File: src/rtl/bus_pkg.sv
`default_nettype none
package bus_pkg;

    localparam int BUS_DEPTH = 16;
    localparam int BUS_IDX_W = (BUS_DEPTH > 1) ? $clog2(BUS_DEPTH) : 1;
    localparam int BUS_CNT_W = $clog2(BUS_DEPTH + 1);
    localparam int BUS_CAP_W = 5;
    localparam int BUS_VAL_W = 32;
    localparam int BUS_REQ_W = 2;

    localparam int BUS_IN_BITS  = BUS_REQ_W + BUS_VAL_W;
    localparam int BUS_IN_W     = ((BUS_IN_BITS + 7) / 8) * 8;
    localparam int BUS_OUT_BITS = 1 + BUS_CNT_W + 1;
    localparam int BUS_OUT_W    = ((BUS_OUT_BITS + 7) / 8) * 8;

    localparam logic [BUS_REQ_W-1:0] REQ_INSERT = 2'd0;
    localparam logic [BUS_REQ_W-1:0] REQ_REMOVE = 2'd1;
    localparam logic [BUS_REQ_W-1:0] REQ_QUERY  = 2'd2;

    localparam logic ST_OK   = 1'b0;
    localparam logic ST_FULL = 1'b1;

    localparam logic [BUS_CAP_W-1:0] CAP_RESET = 5'd16;

    typedef logic [BUS_VAL_W-1:0] val_t;
    typedef logic [BUS_CNT_W-1:0] cnt_t;
    typedef logic [BUS_IDX_W-1:0] idx_t;

    typedef struct packed {
        val_t value;
        cnt_t count;
        logic ins_en;
        logic rem_en;
    } cell_ctrl_t;

endpackage
`default_nettype wire

File: src/rtl/bus_cell.sv
`default_nettype none
module bus_cell (
    input  wire                 aclk,
    input  bus_pkg::cell_ctrl_t ctrl,
    input  bus_pkg::idx_t       cell_idx,
    input  wire                 hit_in,
    output logic                hit_out,
    input  bus_pkg::val_t       right_entry,
    output bus_pkg::val_t       entry_out
);

    bus_pkg::val_t entry_reg;
    bus_pkg::cnt_t my_pos;
    logic          active;
    logic          hit;

    assign my_pos    = bus_pkg::cnt_t'(cell_idx);
    assign active    = my_pos < ctrl.count;
    assign hit       = active && (entry_reg == ctrl.value);
    assign hit_out   = hit_in | hit;
    assign entry_out = entry_reg;

    // removal shifts every held entry at or after the match down one place; an insert fills the first free cell
    always_ff @(posedge aclk) begin
        if (ctrl.rem_en && hit_out && active) begin
            entry_reg <= right_entry;
        end else if (ctrl.ins_en && (ctrl.count == my_pos)) begin
            entry_reg <= ctrl.value;
        end
    end

endmodule
`default_nettype wire

File: src/rtl/bounded_unique_set_core.sv
`default_nettype none
// channel | direction | handshake          | payload
// s_      | in        | s_tvalid/s_tready  | s_tdata: req_type, value
// m_      | out       | m_tvalid/m_tready  | m_tdata: was_present, entry_count, status
// cfg_    | in        | cfg_we             | cfg_wdata: capacity
//
// one word per cycle: all cells compare at once, a match ripples along the chain
// and the held entries shift down in the same cycle
// the result is registered in the output register on acceptance
// a new word is taken while the output register is empty or its result is being taken; a stalled result stalls input
// reset clears the count; entries need no clearing
module bounded_unique_set_core (
    input  wire                            aclk,
    input  wire                            aresetn,
    input  wire                            s_tvalid,
    output logic                           s_tready,
    // req_type [1:0], value [33:2]
    input  wire  [bus_pkg::BUS_IN_W-1:0]   s_tdata,
    output logic                           m_tvalid,
    input  wire                            m_tready,
    // was_present [0], entry_count [5:1], status [6]
    output logic [bus_pkg::BUS_OUT_W-1:0]  m_tdata,
    input  wire                            cfg_we,
    input  wire  [bus_pkg::BUS_CAP_W-1:0]  cfg_wdata
);

    logic [bus_pkg::BUS_CAP_W-1:0] cap_reg;
    bus_pkg::cnt_t                 count_reg;
    bus_pkg::cnt_t                 count_next;
    logic                          m_tvalid_reg;
    logic [bus_pkg::BUS_OUT_W-1:0] m_tdata_reg;
    logic [bus_pkg::BUS_OUT_W-1:0] m_tdata_next;

    logic [bus_pkg::BUS_REQ_W-1:0] req_type;
    bus_pkg::val_t                 req_value;
    logic                          accept;
    logic                          present;
    logic                          full;
    logic                          status;
    bus_pkg::cnt_t                 eff_cap;
    bus_pkg::cell_ctrl_t           ctrl;

    logic          hit_chain [0:bus_pkg::BUS_DEPTH];
    bus_pkg::val_t cell_entry [0:bus_pkg::BUS_DEPTH];

    assign req_type  = s_tdata[bus_pkg::BUS_REQ_W-1:0];
    assign req_value = s_tdata[bus_pkg::BUS_REQ_W +: bus_pkg::BUS_VAL_W];
    assign s_tready  = !m_tvalid_reg || m_tready;
    assign accept    = s_tvalid && s_tready;
    assign m_tvalid  = m_tvalid_reg;
    assign m_tdata   = m_tdata_reg;

    assign eff_cap = (cap_reg > bus_pkg::BUS_CAP_W'(bus_pkg::BUS_DEPTH))
                   ? bus_pkg::cnt_t'(bus_pkg::BUS_DEPTH)
                   : bus_pkg::cnt_t'(cap_reg);
    assign full    = count_reg >= eff_cap;
    assign present = hit_chain[bus_pkg::BUS_DEPTH];

    assign ctrl.value  = req_value;
    assign ctrl.count  = count_reg;
    assign ctrl.ins_en = accept && (req_type == bus_pkg::REQ_INSERT) && !full && !present;
    assign ctrl.rem_en = accept && (req_type == bus_pkg::REQ_REMOVE) && present;

    assign hit_chain[0]                    = 1'b0;
    assign cell_entry[bus_pkg::BUS_DEPTH]  = '0;

    for (genvar i = 0; i < bus_pkg::BUS_DEPTH; i++) begin : g_cell
        bus_cell u_cell (
            .aclk        (aclk),
            .ctrl        (ctrl),
            .cell_idx    (bus_pkg::BUS_IDX_W'(i)),
            .hit_in      (hit_chain[i]),
            .hit_out     (hit_chain[i+1]),
            .right_entry (cell_entry[i+1]),
            .entry_out   (cell_entry[i])
        );
    end

    always_comb begin
        count_next = count_reg;
        status     = bus_pkg::ST_OK;
        if (accept && (req_type == bus_pkg::REQ_INSERT) && full) begin
            status = bus_pkg::ST_FULL;
        end
        if (ctrl.ins_en) begin
            count_next = count_reg + bus_pkg::cnt_t'(1);
        end else if (ctrl.rem_en) begin
            count_next = count_reg - bus_pkg::cnt_t'(1);
        end
        m_tdata_next = '0;
        m_tdata_next[0] = present;
        m_tdata_next[1 +: bus_pkg::BUS_CNT_W] = count_next;
        m_tdata_next[1 + bus_pkg::BUS_CNT_W] = status;
    end

    always_ff @(posedge aclk) begin
        if (!aresetn) begin
            cap_reg      <= bus_pkg::CAP_RESET;
            count_reg    <= '0;
            m_tvalid_reg <= 1'b0;
        end else begin
            if (cfg_we) begin
                cap_reg <= cfg_wdata;
            end
            count_reg <= count_next;
            if (accept) begin
                m_tvalid_reg <= 1'b1;
            end else if (m_tready) begin
                m_tvalid_reg <= 1'b0;
            end
        end
    end

    always_ff @(posedge aclk) begin
        if (accept) begin
            m_tdata_reg <= m_tdata_next;
        end
    end

    // count never passes the depth
    assert property (@(posedge aclk) disable iff (!aresetn)
        count_reg <= bus_pkg::cnt_t'(bus_pkg::BUS_DEPTH))
        else $error("count beyond depth");

    // the pending word reports the count now held
    assert property (@(posedge aclk) disable iff (!aresetn)
        m_tvalid_reg |-> (m_tdata_reg[1 +: bus_pkg::BUS_CNT_W] == count_reg))
        else $error("reported count differs from held count");

    // a rejected insert leaves the count alone
    assert property (@(posedge aclk) disable iff (!aresetn)
        (accept && (req_type == bus_pkg::REQ_INSERT) && full) |=> $stable(count_reg))
        else $error("full insert changed count");

    // a successful removal drops the count by one
    assert property (@(posedge aclk) disable iff (!aresetn)
        ctrl.rem_en |=> (count_reg == $past(count_reg) - bus_pkg::cnt_t'(1)))
        else $error("removal count mismatch");

endmodule
`default_nettype wire

File: config.mk
export PLATFORM = sky130hd
export DESIGN_NAME = bounded_unique_set_core
export DESIGN_NICKNAME = d
export VERILOG_FILES = /design/src/rtl/bus_pkg.sv /design/src/rtl/bus_cell.sv /design/src/rtl/bounded_unique_set_core.sv
export SDC_FILE = /design/constraint.sdc
export NUM_CORES = 1
export LEC_CHECK = 0
export BUFFER_PORTS_ARGS = -buffer_cell sky130_fd_sc_hd__buf_2
export CAP_MARGIN = 20
export CORE_ASPECT_RATIO = 2
export CORE_MARGIN = 3
export CORE_UTILIZATION = 60
export CTS_CLUSTER_DIAMETER = 150
export DETAILED_ROUTE_END_ITERATION = 12
export PLACE_DENSITY = 0.77
export SETUP_SLACK_MARGIN = 0.15
export SYNTH_ARGS = -nofsm -noshare
export SYNTH_HDL_FRONTEND = slang
export SYNTH_HIERARCHICAL = 1
export SYNTH_SLANG_ARGS = --single-unit
File: constraint.sdc
create_clock -name aclk -period 11.3 [get_ports aclk]
set_input_delay 2.26 -clock aclk [delete_from_list [all_inputs] [get_ports aclk]]
set_output_delay 2.26 -clock aclk [all_outputs]
set_load 0.02 [all_outputs]
* Word-level counts from Yosys, hierarchy flattened
Index checks and enable logic that the tools add are counted.
** Storage, ports and cells
- Memories kept :: 0
- Bits in registers :: 530
- Bits in latches :: 0
- Memory bits (writable) :: 0
- Input bits :: 50
- Word-level logic and storage cells :: 216
- Output and inout bits :: 10
- Memory bits (read-only) :: 0
** Cells by class
- Shifts and indexed selects :: 0
- Bitwise gates (word level) :: 15
- Multiplexer cells :: 36
- Add/subtract/negate cells :: 2
- Eq/ne operators :: 32
- Order comparisons :: 18
- $mul :: 0
- Divide/modulo/power cells :: 0
- Reduce and logical (&&, ||, !) cells :: 93
** Operators with widths (count)
- 32-bit 2-to-1 mux :: 30
- 32-bit == test :: 16
- 1-bit logical AND :: 71
- 5-bit by 4-bit == test with 1-bit output (second input constant) :: 8
- 4-bit by 5-bit less-than comparator with 1-bit output (first input constant) :: 8
- 2-bit nonzero test :: 16
- 5-bit by 3-bit == test with 1-bit output (second input constant) :: 4
- 3-bit by 5-bit less-than comparator with 1-bit output (first input constant) :: 4
- 5-bit 2-to-1 mux :: 3
- 1-bit OR :: 15
- 5-bit by 2-bit == test with 1-bit output (second input constant) :: 2
- 1-bit by 5-bit less-than comparator with 1-bit output (first input constant) :: 2
- 2-bit by 5-bit less-than comparator with 1-bit output (first input constant) :: 2
- 5-bit by 1-bit adder with 5-bit output (second input constant) :: 1
- 5-bit by 1-bit == test with 1-bit output (second input constant) :: 1
- 5-bit greater-or-equal comparator :: 1
- 5-bit greater-than comparator (second input constant) :: 1
- 5-bit logical NOT :: 1
- 5-bit by 1-bit subtractor with 5-bit output (second input constant) :: 1
- 1-bit logical NOT :: 3
- 1-bit 2-to-1 mux :: 3
- 2-bit by 1-bit == test with 1-bit output (second input constant) :: 1
- 2-bit logical NOT :: 1
- 1-bit logical OR :: 1

* Longest topological paths before layout
Gate-level depths: netlist (run 1).
- Depth after elaboration :: 22
- Gate-level depth with buffers :: 27
- Depth with buffers taken out :: 26

* Hierarchy
The synthesis (run 1) kept the hierarchy.
** Modules (own cells, without submodules)
- bus_cell :: area an instance 1994.4 µm², times used 16, cells each 129, sequential area each 960.9 µm²
- bounded_unique_set_core :: area an instance 998.5 µm², times used 1, cells each 99, sequential area each 430.4 µm²

* Least setup slack after synthesis (run 1)
Ideal clock, no wire load.
- Path type :: input-to-reg
- From :: in s_tdata[3] (netlist bit)
- To :: reg g_cell[0].u_cell.entry_reg[0], enable pin
- Path slack :: 1.925 ns
- Required time :: 10.828 ns
- Stages :: 23
- Setup time :: 0.472 ns
- Buffers on the path :: 0
- Arrival :: 8.903 ns
- Path through :: xnor2_1 nand4_1 nor4_2 nand2_1 o21bai_1 o21bai_1 o21bai_1 o21bai_1 o21bai_1 o21bai_1 o21bai_1 o21bai_1 o21bai_1 o21bai_1 o21bai_1 o21bai_1 o21bai_1 o21bai_1 o21bai_1 o21bai_1 nor3_1 nand2_1 o32ai_1
** RTL lines
- start, declared :: line bounded_unique_set_core.sv:18 : input wire [bus_pkg::BUS_IN_W-1:0] s_tdata,
- end signal, assigned :: line bus_cell.sv:26 : entry_reg <= right_entry;
- end signal, assigned :: line bus_cell.sv:28 : entry_reg <= ctrl.value;
- end, declared :: line bus_cell.sv:12 : bus_pkg::val_t entry_reg;

==> metrics.md, run 1 <==
| Metric | Value |
|---|---|
| Power Density | about 120 mW/mm^2 |
| Synth Instances | ~2200 |
| Multi-input gate area | 0.0165 mm^2 |
| Vias in the first global route | about 19000 |
| Final HPWL DP | about 50000 um |
| First-pass GRT wire length | around 100000 um |
| Startpoint Class | primary input |
| Crit end category | register |
| Clock Tree Root | clkbuf_16 |
| Max-cap violations | 0 |
| Postcts setup bufs | 0 |
| Synth-to-Final Area Change | 8.67% |
| Fin. Hold Viols | 0 |
| Synth area leaders | edfxtp_1 47%, mux2_4 22%, xnor2_1 14% |
| Top-count cell post-synth | edfxtp_1 |
| Detailed Routing Iterations Pass 1 | 5 |
| Die Width | around 170 um |
| Cell Area, Synth | 0.0329 mm^2 |
| RSZ-0062 raised after global routing | no |
| Min-delay worst type | reg2reg |
| Post-synth top flop | edfxtp_1 |
| Leakage power | 12.1 nW |
| Rows | between 100 and 150 |
| CTS hold repair buffers | 0 |
| Number of H-tree levels | 2 |
| Core area | about 0.054 mm^2 |
| Average size of a mapped cell | 15.2 um^2 |
| Layout Skew | ~0.027 ns |
| Clock buffer depth | 3 |
| Critical-path maximum fanout | 32 |
| Clk sinks | 530 |
| Post-CTS Resized | 0 |
| Final period utilization | 0.827 |
| Max reg flops | between 500 and 600 |
| Most frequent cells after synthesis | 519 x edfxtp_1, 515 x xnor2_1, 480 x mux2_4 |
| Worst R2R End | g_cell[4].u_cell/entry_out[29] |
| I/O pin total | 60 |
| Hold slack | between 0.5 and 0.6 ns |
| Setup_tns | 0 ns |
| Routed length per placed instance | 21.5 um |
| Via count | roughly 17000 |
| Cell taking the most area after synthesis | edfxtp_1 |
| Crit Path Category | in2reg |
| Via density | between 5 and 6 |
| Fillcell total | about 3700 |
| Antenna-violating nets left | 0 |
| Die H | approximately 340 um |
| Data required, critical path | around 12 ns |
| Number of CTS-inserted buffers | 48 |
| Synth Register Bits | between 500 and 600 |
| Sequential share of the synthesized area | 0.480 |
| Register area | about 0.016 mm^2 |
| Layout cells sized above 1 | 0.332 |
| Remaining DRCs | 0 |
| Worst Tran Pin Value | ~1 ns |
| Maximum vdd ir drop | between 0.0001 and 0.00015 V |
| Total grt overflow | 0 |
| GPL Wtd Cong | approximately 0.83 |
| Reg2Reg Setup Slack | 3.63 ns |
| Status | finished, final reports clean |
| Total GRT Usage | 0.233 |
| Largest net degree at the start of global routing | 36 |
| Hold_sp | cap_reg[0] |
| Final setup violating endpoints | 0 |
| Final WL | about 66000 um |
| Clk slew on worst S/H paths | approximately 0.070 ns |
| Clk_lat worst skew | roughly 0.60 ns |
| Min cycle time layout | between 9 and 10 ns |
| Die area | roughly 0.058 mm^2 |
| Nets | 2502 |
| Post-synth cell types | 45 |
| Post-synth top area share | 0.474 |
| EDFF count, synth | between 500 and 600 |
| Starting Density | 0.611 |
| Port Buffers | between 50 and 60 |
| Relative slew slack | 0.344 |
| Synth warnings | 6 |
| WHS Path Cells | 2 |
| Async SR Flop Fraction | 0 |
| Crit path DAT | between 9 and 10 ns |
| Max Slew Vio Count | 0 |
| Initial antenna violation count | 3 |
| Initial drt markers | around 830 |
| TritonCTS clock tree | yes |
| Worst Hold Endpoint | cap_reg[0] |
| Reg-to-reg startpoint | g_cell[0].u_cell/entry_out[2] |
| Reg2reg path depth | 27 |
| Achievable Freq | around 110 MHz |
critical path: stages:
cell and delay (ns):
buf_2 0.59, xnor2_1 0.20, nand4_1 0.17, nor4_2 0.76, nand2_1 0.12, o21bai_1 0.24, o21bai_1 0.19, o21bai_1 0.20
o21bai_1 0.19, o21bai_1 0.20, o21bai_1 0.19, o21bai_1 0.19, o21bai_1 0.19, o21bai_1 0.19, o21bai_1 0.19, o21bai_1 0.20
o21bai_1 0.20, o21bai_1 0.18, o21bai_1 0.17, o21bai_1 0.37, nand2_1 0.19, nor4b_4 0.51, buf_4 0.27, nand2b_1 0.15
nor2_4 0.63, buf_4 0.36, mux2_4 0.32
logic make-up (layout without fill, tap and decap cells):
family	after synthesis	count (layout)	share of synthesized area
flops	530	530	0.480
mux	520	520	0.232
xor+xnor	516	516	0.137
simple gates	276	276	0.0576
buf+inv	137	293	0.0395
compound gates	111	111	0.0258
fa+ha+maj	71	71	0.0270
other cells	2	101	0.000228
metrics by stage:
stage                     cell area, um^2  cells  setup slack (ns)  power (mW)   util
after floorplan                     33300   2260              1.93        2.62      -
after global placement              34200   3001              1.63        2.76  0.635
after detailed placement            34200   3001              1.35        2.79  0.635
after CTS                           35700   3086              1.92        4.41  0.663
after global routing                35800   3087              1.44        4.52  0.663
final                               35800   3089              1.96        4.37  0.663
routing by layer:
| layer | global-route usage | part of all wire | up-vias | wire [um] |
|---|---|---|---|---|
| li1 | - | - | 8375 | - |
| met1 | 0.230 | 0.34 | 8677 | 22300 |
| met2 | 0.468 | 0.59 | 210 | 38800 |
| met3 | 0.0213 | 0.021 | 127 | 1390 |
| met4 | 0.115 | 0.057 | 2 | 3770 |
| met5 | 0 | 0.00020 | - | 13 |
how the worst max path moves through the flow:
stage	startpoint	to	cells after the start	slack, ns
after global placement	s_tdata[7]	g_cell[10].u_cell/entry_out[19]	27	1.63
after detailed placement	s_tdata[7]	g_cell[4].u_cell/entry_out[25]	27	1.35
final	s_tdata[7]	g_cell[4].u_cell/entry_out[29]	27	1.96
after global routing	s_tdata[7]	g_cell[4].u_cell/entry_out[19]	27	1.44
after floorplan	s_tdata[3]	g_cell[0].u_cell/entry_out[0]	23	1.93
after CTS	s_tdata[7]	g_cell[4].u_cell/entry_out[26]	27	1.92
where the power goes:
| group | switching (mW) | internal [mW] | total [mW] |
|---|---|---|---|
| sequential | 0.0142 | 2.19 | 2.20 |
| clock | 0.729 | 0.891 | 1.62 |
| combinational | 0.273 | 0.276 | 0.550 |
| total | 1.02 | 3.35 | 4.37 |
area by class of cell:
cell class,count,share of cell area
diodes,2,0.000140
clock buffers,59,0.0353
clock inverters,26,0.00717
inverters,85,0.00892
multi-input cells,1593,0.461
flip-flops and latches,530,0.442
well taps,671,0.0235
repair buffers,123,0.0223
layout by cell type, fill, tap and decap left out, types with 8 or more instances in the layout:
cell type / netlist / layout
edfxtp_1: 519 / 519
xnor2_1: 515 / 515
mux2_4: 480 / 480
nand4_1: 128 / 128
conb_1: 2 / 99
inv_1: 85 / 85
ha_1: 71 / 71
buf_4: 1 / 70
buf_2: 0 / 52
clkbuf_16: 0 / 49
nand2_1: 44 / 44
nor4_2: 33 / 33
mux2_2: 32 / 32
nand2b_1: 20 / 20
a21oi_1: 20 / 20
nand3_1: 17 / 17
o22ai_1: 16 / 16
o21ba_2: 16 / 16
o21bai_1: 16 / 16
a21oi_2: 16 / 16
nor2_4: 16 / 16
o32ai_4: 0 / 16
clkinv_1: 0 / 13
dfxtp_1: 11 / 10
clkbuf_1: 2 / 10
nor2_1: 9 / 9
mux2i_1: 8 / 8
(Power assumes the default switching activity.)
==> run 2: changes to the inputs <==
==> constraint.sdc (replaced) <==
create_clock -name aclk -period 9.3 [get_ports aclk]
set_input_delay 1.86 -clock aclk [delete_from_list [all_inputs] [get_ports aclk]]
set_output_delay 1.86 -clock aclk [all_outputs]
set_load 0.02 [all_outputs]
==> run 2 against run 1 <==
Non-clock buffer count is 4 higher. First-iteration DRC count is 0.12% lower. Sequential cell count stayed put. Final area is 0.79% higher. Critical endpoint is now g_cell[0].u_cell/entry_out[31]. Global-route usage is 0.077 points higher. Worst setup slack worse by 0.57 ns. Routed wire length is 0.59% higher. Largest power group unchanged. Power is 23% higher. Final cell count is 0.16% higher.
==> metrics.md, run 2 (synthesis results as in run 1) <==
| Metric | Value |
|---|---|
| Min cycle time layout | just under 8 ns |
| Final WL | 66700 um (was 66300 um) |
| Critical-path maximum fanout | 32 (unchanged) |
| Clk sinks | 530 (unchanged) |
| Min-delay worst type | reg2reg (unchanged) |
| Die H | 337 um (unchanged) |
| Most frequent cells in the layout | 519 x edfxtp_1, 515 x xnor2_1, 480 x mux2_4 (unchanged) |
| Leakage power | 12.2 nW (was 12.1 nW) |
| Detailed Routing Iterations Pass 1 | 4 (was 5) |
| Rows | 120 (unchanged) |
| Buffers and inverters on the worst path | 4 (was 3) |
| Number of H-tree levels | 2 (unchanged) |
| WHS Path Cells | 2 (unchanged) |
| Via density | 5.66 (was 5.63) |
| Power Density | 149 mW/mm^2 (was 122 mW/mm^2) |
| Critical-path top delay cell | xnor2_1 (was nor4_2) |
| Clk_lat worst skew | 0.60 ns (about the same) |
| Setup_tns | 0 ns (unchanged) |
| Max reg flops | 512 (unchanged) |
| Fin. Hold Viols | 0 (unchanged) |
| RSZ-0062 raised after global routing | no (unchanged) |
| Worst Tran Pin Value | 0.910 ns (was 0.976 ns) |
| Nets | 2506 (was 2502) |
| CTS hold repair buffers | 0 (unchanged) |
| TritonCTS clock tree | yes (unchanged) |
| Crit path launch | s_tdata[3] (was s_tdata[7]) |
| Number of CTS-inserted buffers | 48 (unchanged) |
| Total grt overflow | 0 (unchanged) |
| Startpoint Class | primary input (unchanged) |
| Layout cells sized above 1 | 0.335 (was 0.332) |
| Post-CTS Resized | 0 (unchanged) |
| Data required, critical path | 9.64 ns (was 11.64 ns) |
| Vias in the first global route | 18915 (was 18984) |
| GPL Wtd Cong | 0.861 (was 0.834) |
| Final period utilization | 0.850 |
| P_sw | 1.24 mW (was 1.02 mW) |
| Remaining DRCs | 0 (unchanged) |
| Gate power share | 0.125 (was 0.126) |
| Clock buffer depth | 3 (unchanged) |
| Top delay family on crit path | compound AO/OA/AOI/OAI gates (unchanged) |
| Port Buffers | 52 (unchanged) |
| Relative slew slack | 0.388 (was 0.344) |
| Crit Path Category | in2reg (unchanged) |
| Final instance area | 0.0360 mm^2 (was 0.0358 mm^2) |
| Die Width | 172 um (unchanged) |
| Final setup violating endpoints | 0 (unchanged) |
| Max-cap violations | 0 (unchanged) |
| Achievable Freq | 126 MHz |
| Final HPWL DP | 50800 um (was 50400 um) |
| Starting Density | 0.611 (unchanged) |
| Worst R2R End | g_cell[0].u_cell/entry_out[31] (was g_cell[4].u_cell/entry_out[29]) |
| Synth-to-Final Area Change | 9.53% (was 8.67%) |
| Clk pwr share | 0.378 (was 0.371) |
| Clock Tree Root | clkbuf_16 (unchanged) |
| Worst Hold Endpoint | cap_reg[0] (unchanged) |
| Crit end category | register (unchanged) |
| Max incr delay on CP | 0.41 ns (was 0.76 ns) |
| Maximum vdd ir drop | 0.000202 V (was 0.000142 V) |
| Via count | 17500 (was 17391) |
| First-pass GRT wire length | 104000 um (about the same) |
| Hold_sp | cap_reg[0] (unchanged) |
| Commonest non-fill, non-tap cell in the layout | edfxtp_1 (unchanged) |
| Status | finished, final reports clean (unchanged) |
| Die area | 0.0579 mm^2 (unchanged) |
| Routed length per placed instance | 21.6 um (was 21.5 um) |
| Postcts setup bufs | 0 (unchanged) |
| Max Slew Vio Count | 0 (unchanged) |
| Antenna-violating nets left | 0 (unchanged) |
| Int Power | 4.13 mW (was 3.35 mW) |
| Clk slew on worst S/H paths | 0.07 ns (about the same) |
| I/O pin total | 60 (unchanged) |
| Ant. Diodes | 0 (was 2) |
| Crit-path most repeated cell | o21bai_1 (unchanged) |
| Reg power frac | 0.497 (was 0.503) |
| Reg-to-reg startpoint | g_cell[0].u_cell/entry_out[1] (was g_cell[0].u_cell/entry_out[2]) |
| Initial antenna violation count | 5 (was 3) |
| Largest net degree at the start of global routing | 36 (unchanged) |
| DP Area | 0.0345 mm^2 (was 0.0342 mm^2) |
| Layout Skew | 0.0213 ns (was 0.0271 ns) |
| Reg2Reg Setup Slack | 2.44 ns (was 3.63 ns) |
| Reg2reg path depth | 28 (was 27) |
| Total GRT Usage | 0.233 (about the same) |
| Crit path DAT | 8.25 ns (was 9.68 ns) |
| Core area | 0.0539 mm^2 (unchanged) |
| Initial drt markers | 830 (was 831) |
| Net Sw Frac | 0.231 (was 0.233) |
run 2: final cells by class:
class                      count  area, um^2
clock buffer                  56        1250
sequential                   530       15800
tap                          671         840
multi-input combinational   1593       16500
fill                        3692       17900
clock inverter                32         327
inverter                      85         319
timing repair buffer         127        1030
run 2: worst max path at each step:
stage                                      to  slack (ns)  depth (start not counted)
2_1_floorplan   g_cell[0].u_cell/entry_out[0]        0.33                         23
3_3_place_gp   g_cell[0].u_cell/entry_out[31]        0.81                         28
3_5_place_dp   g_cell[0].u_cell/entry_out[31]        0.72                         28
4_1_cts        g_cell[0].u_cell/entry_out[31]        1.32                         28
5_1_grt        g_cell[5].u_cell/entry_out[31]        0.96                         28
6_report       g_cell[0].u_cell/entry_out[31]        1.39                         29
run 2: layer usage:
metal,GRT usage,part of all wire
met1,0.231,0.34
met4,0.121,0.059
met3,0.0289,0.025
met2,0.462,0.58
met5,0,0.00094
run 2: tightest hold or removal path: cells and delay by family, from the launching register on:
family	cells	cell delay [ns]
mux	1	0.07
flops	1	0.33
simple gates	1	0.08
run 2: power groups by stage:
stage / clock network, mW / logic [mW] / registers, mW
after floorplan: 0 / 0.452 / 2.73
after global placement: 0 / 0.639 / 2.72
after detailed placement: 0 / 0.667 / 2.72
after CTS: 2.08 / 0.673 / 2.67
after global routing: 2.16 / 0.733 / 2.67
final: 2.03 / 0.672 / 2.67
run 2: metrics by stage:
step	power (mW)	cells	utilization	worst slack [ns]	hold slack [ns]
after global placement	3.36	3005	0.639	0.807	0.473
after CTS	5.42	3094	0.669	1.32	0.522
after detailed placement	3.39	3006	0.639	0.725	0.505
after global routing	5.57	3094	0.669	0.957	0.546
after floorplan	3.19	2260	-	0.325	0.452
final	5.37	3094	0.669	1.39	0.509
==> run 3: changes to the inputs <==
--- a/config.mk
+++ b/config.mk
@@ -5,14 +5,14 @@
 export SDC_FILE = /design/constraint.sdc
 export NUM_CORES = 1
 export LEC_CHECK = 0
-export BUFFER_PORTS_ARGS = -buffer_cell sky130_fd_sc_hd__buf_2
 export CAP_MARGIN = 20
 export CORE_ASPECT_RATIO = 2
 export CORE_MARGIN = 3
 export CORE_UTILIZATION = 60
 export CTS_CLUSTER_DIAMETER = 150
 export DETAILED_ROUTE_END_ITERATION = 12
-export PLACE_DENSITY = 0.77
+export DONT_BUFFER_PORTS = 1
+export PLACE_DENSITY = 0.76
 export SETUP_SLACK_MARGIN = 0.15
 export SYNTH_ARGS = -nofsm -noshare
 export SYNTH_HDL_FRONTEND = slang
==> run 3 against run 2 <==
Worst hold slack lost 0.016 ns. Largest cell class unchanged. Critical path type unchanged. Clock power is 8% lower. Routed wire length is 3.4% lower. Combinational power down 19%. Final area fell by 2.4%. Critical endpoint is now g_cell[11].u_cell/entry_out[31]. Register-to-register slack got worse by 0.47 ns. Sequential share of layout area grew 1.1 points.
==> metrics.md, run 3 (synthesis results as in run 1) <==
| Metric | Value |
|---|---|
| First-pass GRT wire length | 100000 um (was 104000 um) |
| Final setup violating endpoints | 0 (unchanged) |
| I/O pin total | 60 (unchanged) |
| Max reg flops | 512 (unchanged) |
| Status | finished, final reports clean (unchanged) |
| Number of CTS-inserted buffers | 48 (unchanged) |
| Crit-path most repeated cell | o21bai_1 (unchanged) |
| Multi-input gate area | 0.0165 mm^2 (unchanged) |
| Critical-path top delay cell | nor4_2 (was xnor2_1) |
| Largest net degree at the start of global routing | 36 (unchanged) |
| Design Power | 5.08 mW (was 5.37 mW) |
| Most frequent cells in the layout | 519 x edfxtp_1, 515 x xnor2_1, 480 x mux2_4 (unchanged) |
| Port Buffers | 0 (was 52) |
| RSZ-0062 raised after global routing | no (unchanged) |
| Total GRT Usage | 0.225 (was 0.233) |
| Post-CTS Resized | 0 (unchanged) |
| Postcts setup bufs | 0 (unchanged) |
| Remaining DRCs | 0 (unchanged) |
| Final WL | 64500 um (was 66700 um) |
| Maximum vdd ir drop | 0.000160 V (was 0.000202 V) |
| Fin util | 0.652 (was 0.669) |
| Final period utilization | 0.881 (was 0.850) |
| Max-cap violations | 0 (unchanged) |
| Via count | 17080 (was 17500) |
| Crit path DAT | 8.53 ns (was 8.25 ns) |
| CTS hold repair buffers | 0 (unchanged) |
| Min-delay worst type | reg2reg (unchanged) |
| Final HPWL DP | 47700 um (was 50800 um) |
| Data required, critical path | 9.63 ns (was 9.64 ns) |
| Layout cells sized above 1 | 0.309 (was 0.335) |
| Number of H-tree levels | 2 (unchanged) |
| Routed length per placed instance | 21.5 um (was 21.6 um) |
| Synth-to-Final Area Change | 6.86% (was 9.53%) |
| Initial drt markers | 749 (was 830) |
| Leakage power | 11.7 nW (was 12.2 nW) |
| GPL Wtd Cong | 0.862 (was 0.861) |
| Startpoint Class | primary input (unchanged) |
| Achievable Freq | 122 MHz (was 126 MHz) |
| Nets | 2418 (was 2506) |
| Top delay family on crit path | compound AO/OA/AOI/OAI gates (unchanged) |
| Post-route insts no fill | 3001 (was 3094) |
| Clk sinks | 530 (unchanged) |
| Total grt overflow | 0 (unchanged) |
| Die area | 0.0579 mm^2 (unchanged) |
| Clock Tree Root | clkbuf_16 (unchanged) |
| Crit Path Category | in2reg (unchanged) |
| Layout Skew | 0.0124 ns (was 0.0213 ns) |
| Setup_tns | 0 ns (unchanged) |
| Buffers and inverters on the worst path | 2 (was 4) |
| Crit end category | register (unchanged) |
| DP Area | 0.0337 mm^2 (was 0.0345 mm^2) |
| Cells after DPL | 2918 (was 3006) |
| Clk slew on worst S/H paths | 0.06 ns (was 0.07 ns) |
| Final instance area | 0.0352 mm^2 (was 0.0360 mm^2) |
| Max incr delay on CP | 0.58 ns (was 0.41 ns) |
| Ant. Diodes | 0 (unchanged) |
| Power Density | 144 mW/mm^2 (was 149 mW/mm^2) |
| Fin. Hold Viols | 0 (unchanged) |
| Commonest non-fill, non-tap cell in the layout | edfxtp_1 (unchanged) |
| Critical-path maximum fanout | 32 (unchanged) |
| Initial antenna violation count | 0 (was 5) |
| Core area | 0.0539 mm^2 (unchanged) |
| TritonCTS clock tree | yes (unchanged) |
| Die H | 337 um (unchanged) |
| Register area | 0.0158 mm^2 (unchanged) |
| Via density | 5.69 (was 5.66) |
| Fillcell total | 3800 (was 3692) |
| Clk_lat worst skew | 0.58 ns (was 0.60 ns) |
| Clock buffer depth | 3 (unchanged) |
| Worst Tran Pin Value | 0.969 ns (was 0.910 ns) |
| Relative slew slack | 0.349 (was 0.388) |
| Vias in the first global route | 18392 (was 18915) |
| Antenna-violating nets left | 0 (unchanged) |
| Starting Density | 0.611 (unchanged) |
| Die Width | 172 um (unchanged) |
| Rows | 120 (unchanged) |
| Max Slew Vio Count | 0 (unchanged) |
| Detailed Routing Iterations Pass 1 | 5 (was 4) |
| Min cycle time layout | 8.20 ns (was 7.91 ns) |
[run 3: cell types whose count changed in the layout (fill, tap and decap cells not counted), sizes merged]
cell	before	now
buf	127	39
bufinv	6	1
clkinv	23	19
clkbuf	56	58
clkinvlp	0	2
[run 3: stage by stage]
step                      hold WS, ns  setup slack, ns
after floorplan                 0.452            0.325
after global placement          0.477            0.627
after detailed placement        0.486            0.548
after CTS                       0.501             1.14
after global routing            0.560            0.606
final                           0.493             1.10
[run 3: final timing paths]
kind              slack [ns]  cells after the start                              end                           start
setup reg to reg        1.97                     27  g_cell[11].u_cell/entry_out[31]  g_cell[0].u_cell/entry_out[14]
hold reg to reg         0.49                      2                       cap_reg[0]                      cap_reg[0]
hold / removal          0.49                      2                       cap_reg[0]                      cap_reg[0]
setup / recovery        1.10                     27  g_cell[11].u_cell/entry_out[31]                     s_tdata[16]
[run 3: worst reg2reg max path: stages, from the launching register on]
cell	delay, ns
edfxtp_1	0.39
xnor2_1	0.55
nand4_1	0.19
nor4_2	0.58
nand2_1	0.21
o21bai_1	0.23
o21bai_1	0.18
o21bai_1	0.19
o21bai_1	0.19
o21bai_1	0.19
o21bai_1	0.18
o21bai_1	0.18
o21bai_1	0.19
o21bai_1	0.20
o21bai_1	0.19
o21bai_1	0.18
o21bai_1	0.18
o21bai_1	0.18
o21bai_1	0.19
o21bai_1	0.18
o21bai_1	0.36
nand2_1	0.19
nor4b_4	0.24
buf_4	0.31
nand2b_1	0.19
nor2_4	0.12
buf_4	0.50
mux2_2	0.44
[run 3: cell type report]
class / count / share of cell area
Clock buffer: 58 / 0.0358
Clock inverter: 25 / 0.00455
Inverter: 85 / 0.00907
Multi-Input combinational cell: 1593 / 0.468
Sequential cell: 530 / 0.449
Tap cell: 671 / 0.0239
Timing Repair Buffer: 39 / 0.00868
[run 3: report_power, final]
group | total (mW) | switching (mW) | leakage [nW] | internal, mW
Clock | 1.86 | 0.867 | 0.691 | 0.992
Sequential | 2.68 | 0.0215 | 4.77 | 2.66
Combinational | 0.541 | 0.217 | 6.22 | 0.324
Total | 5.08 | 1.11 | 11.7 | 3.97
[run 3: metal layers]
metal,share of wire,global-route usage,up-vias
li1,-,-,8207
met1,0.32,0.204,8523
met3,0.021,0.0232,126
met2,0.60,0.464,224
met5,0,0,-
met4,0.065,0.126,0
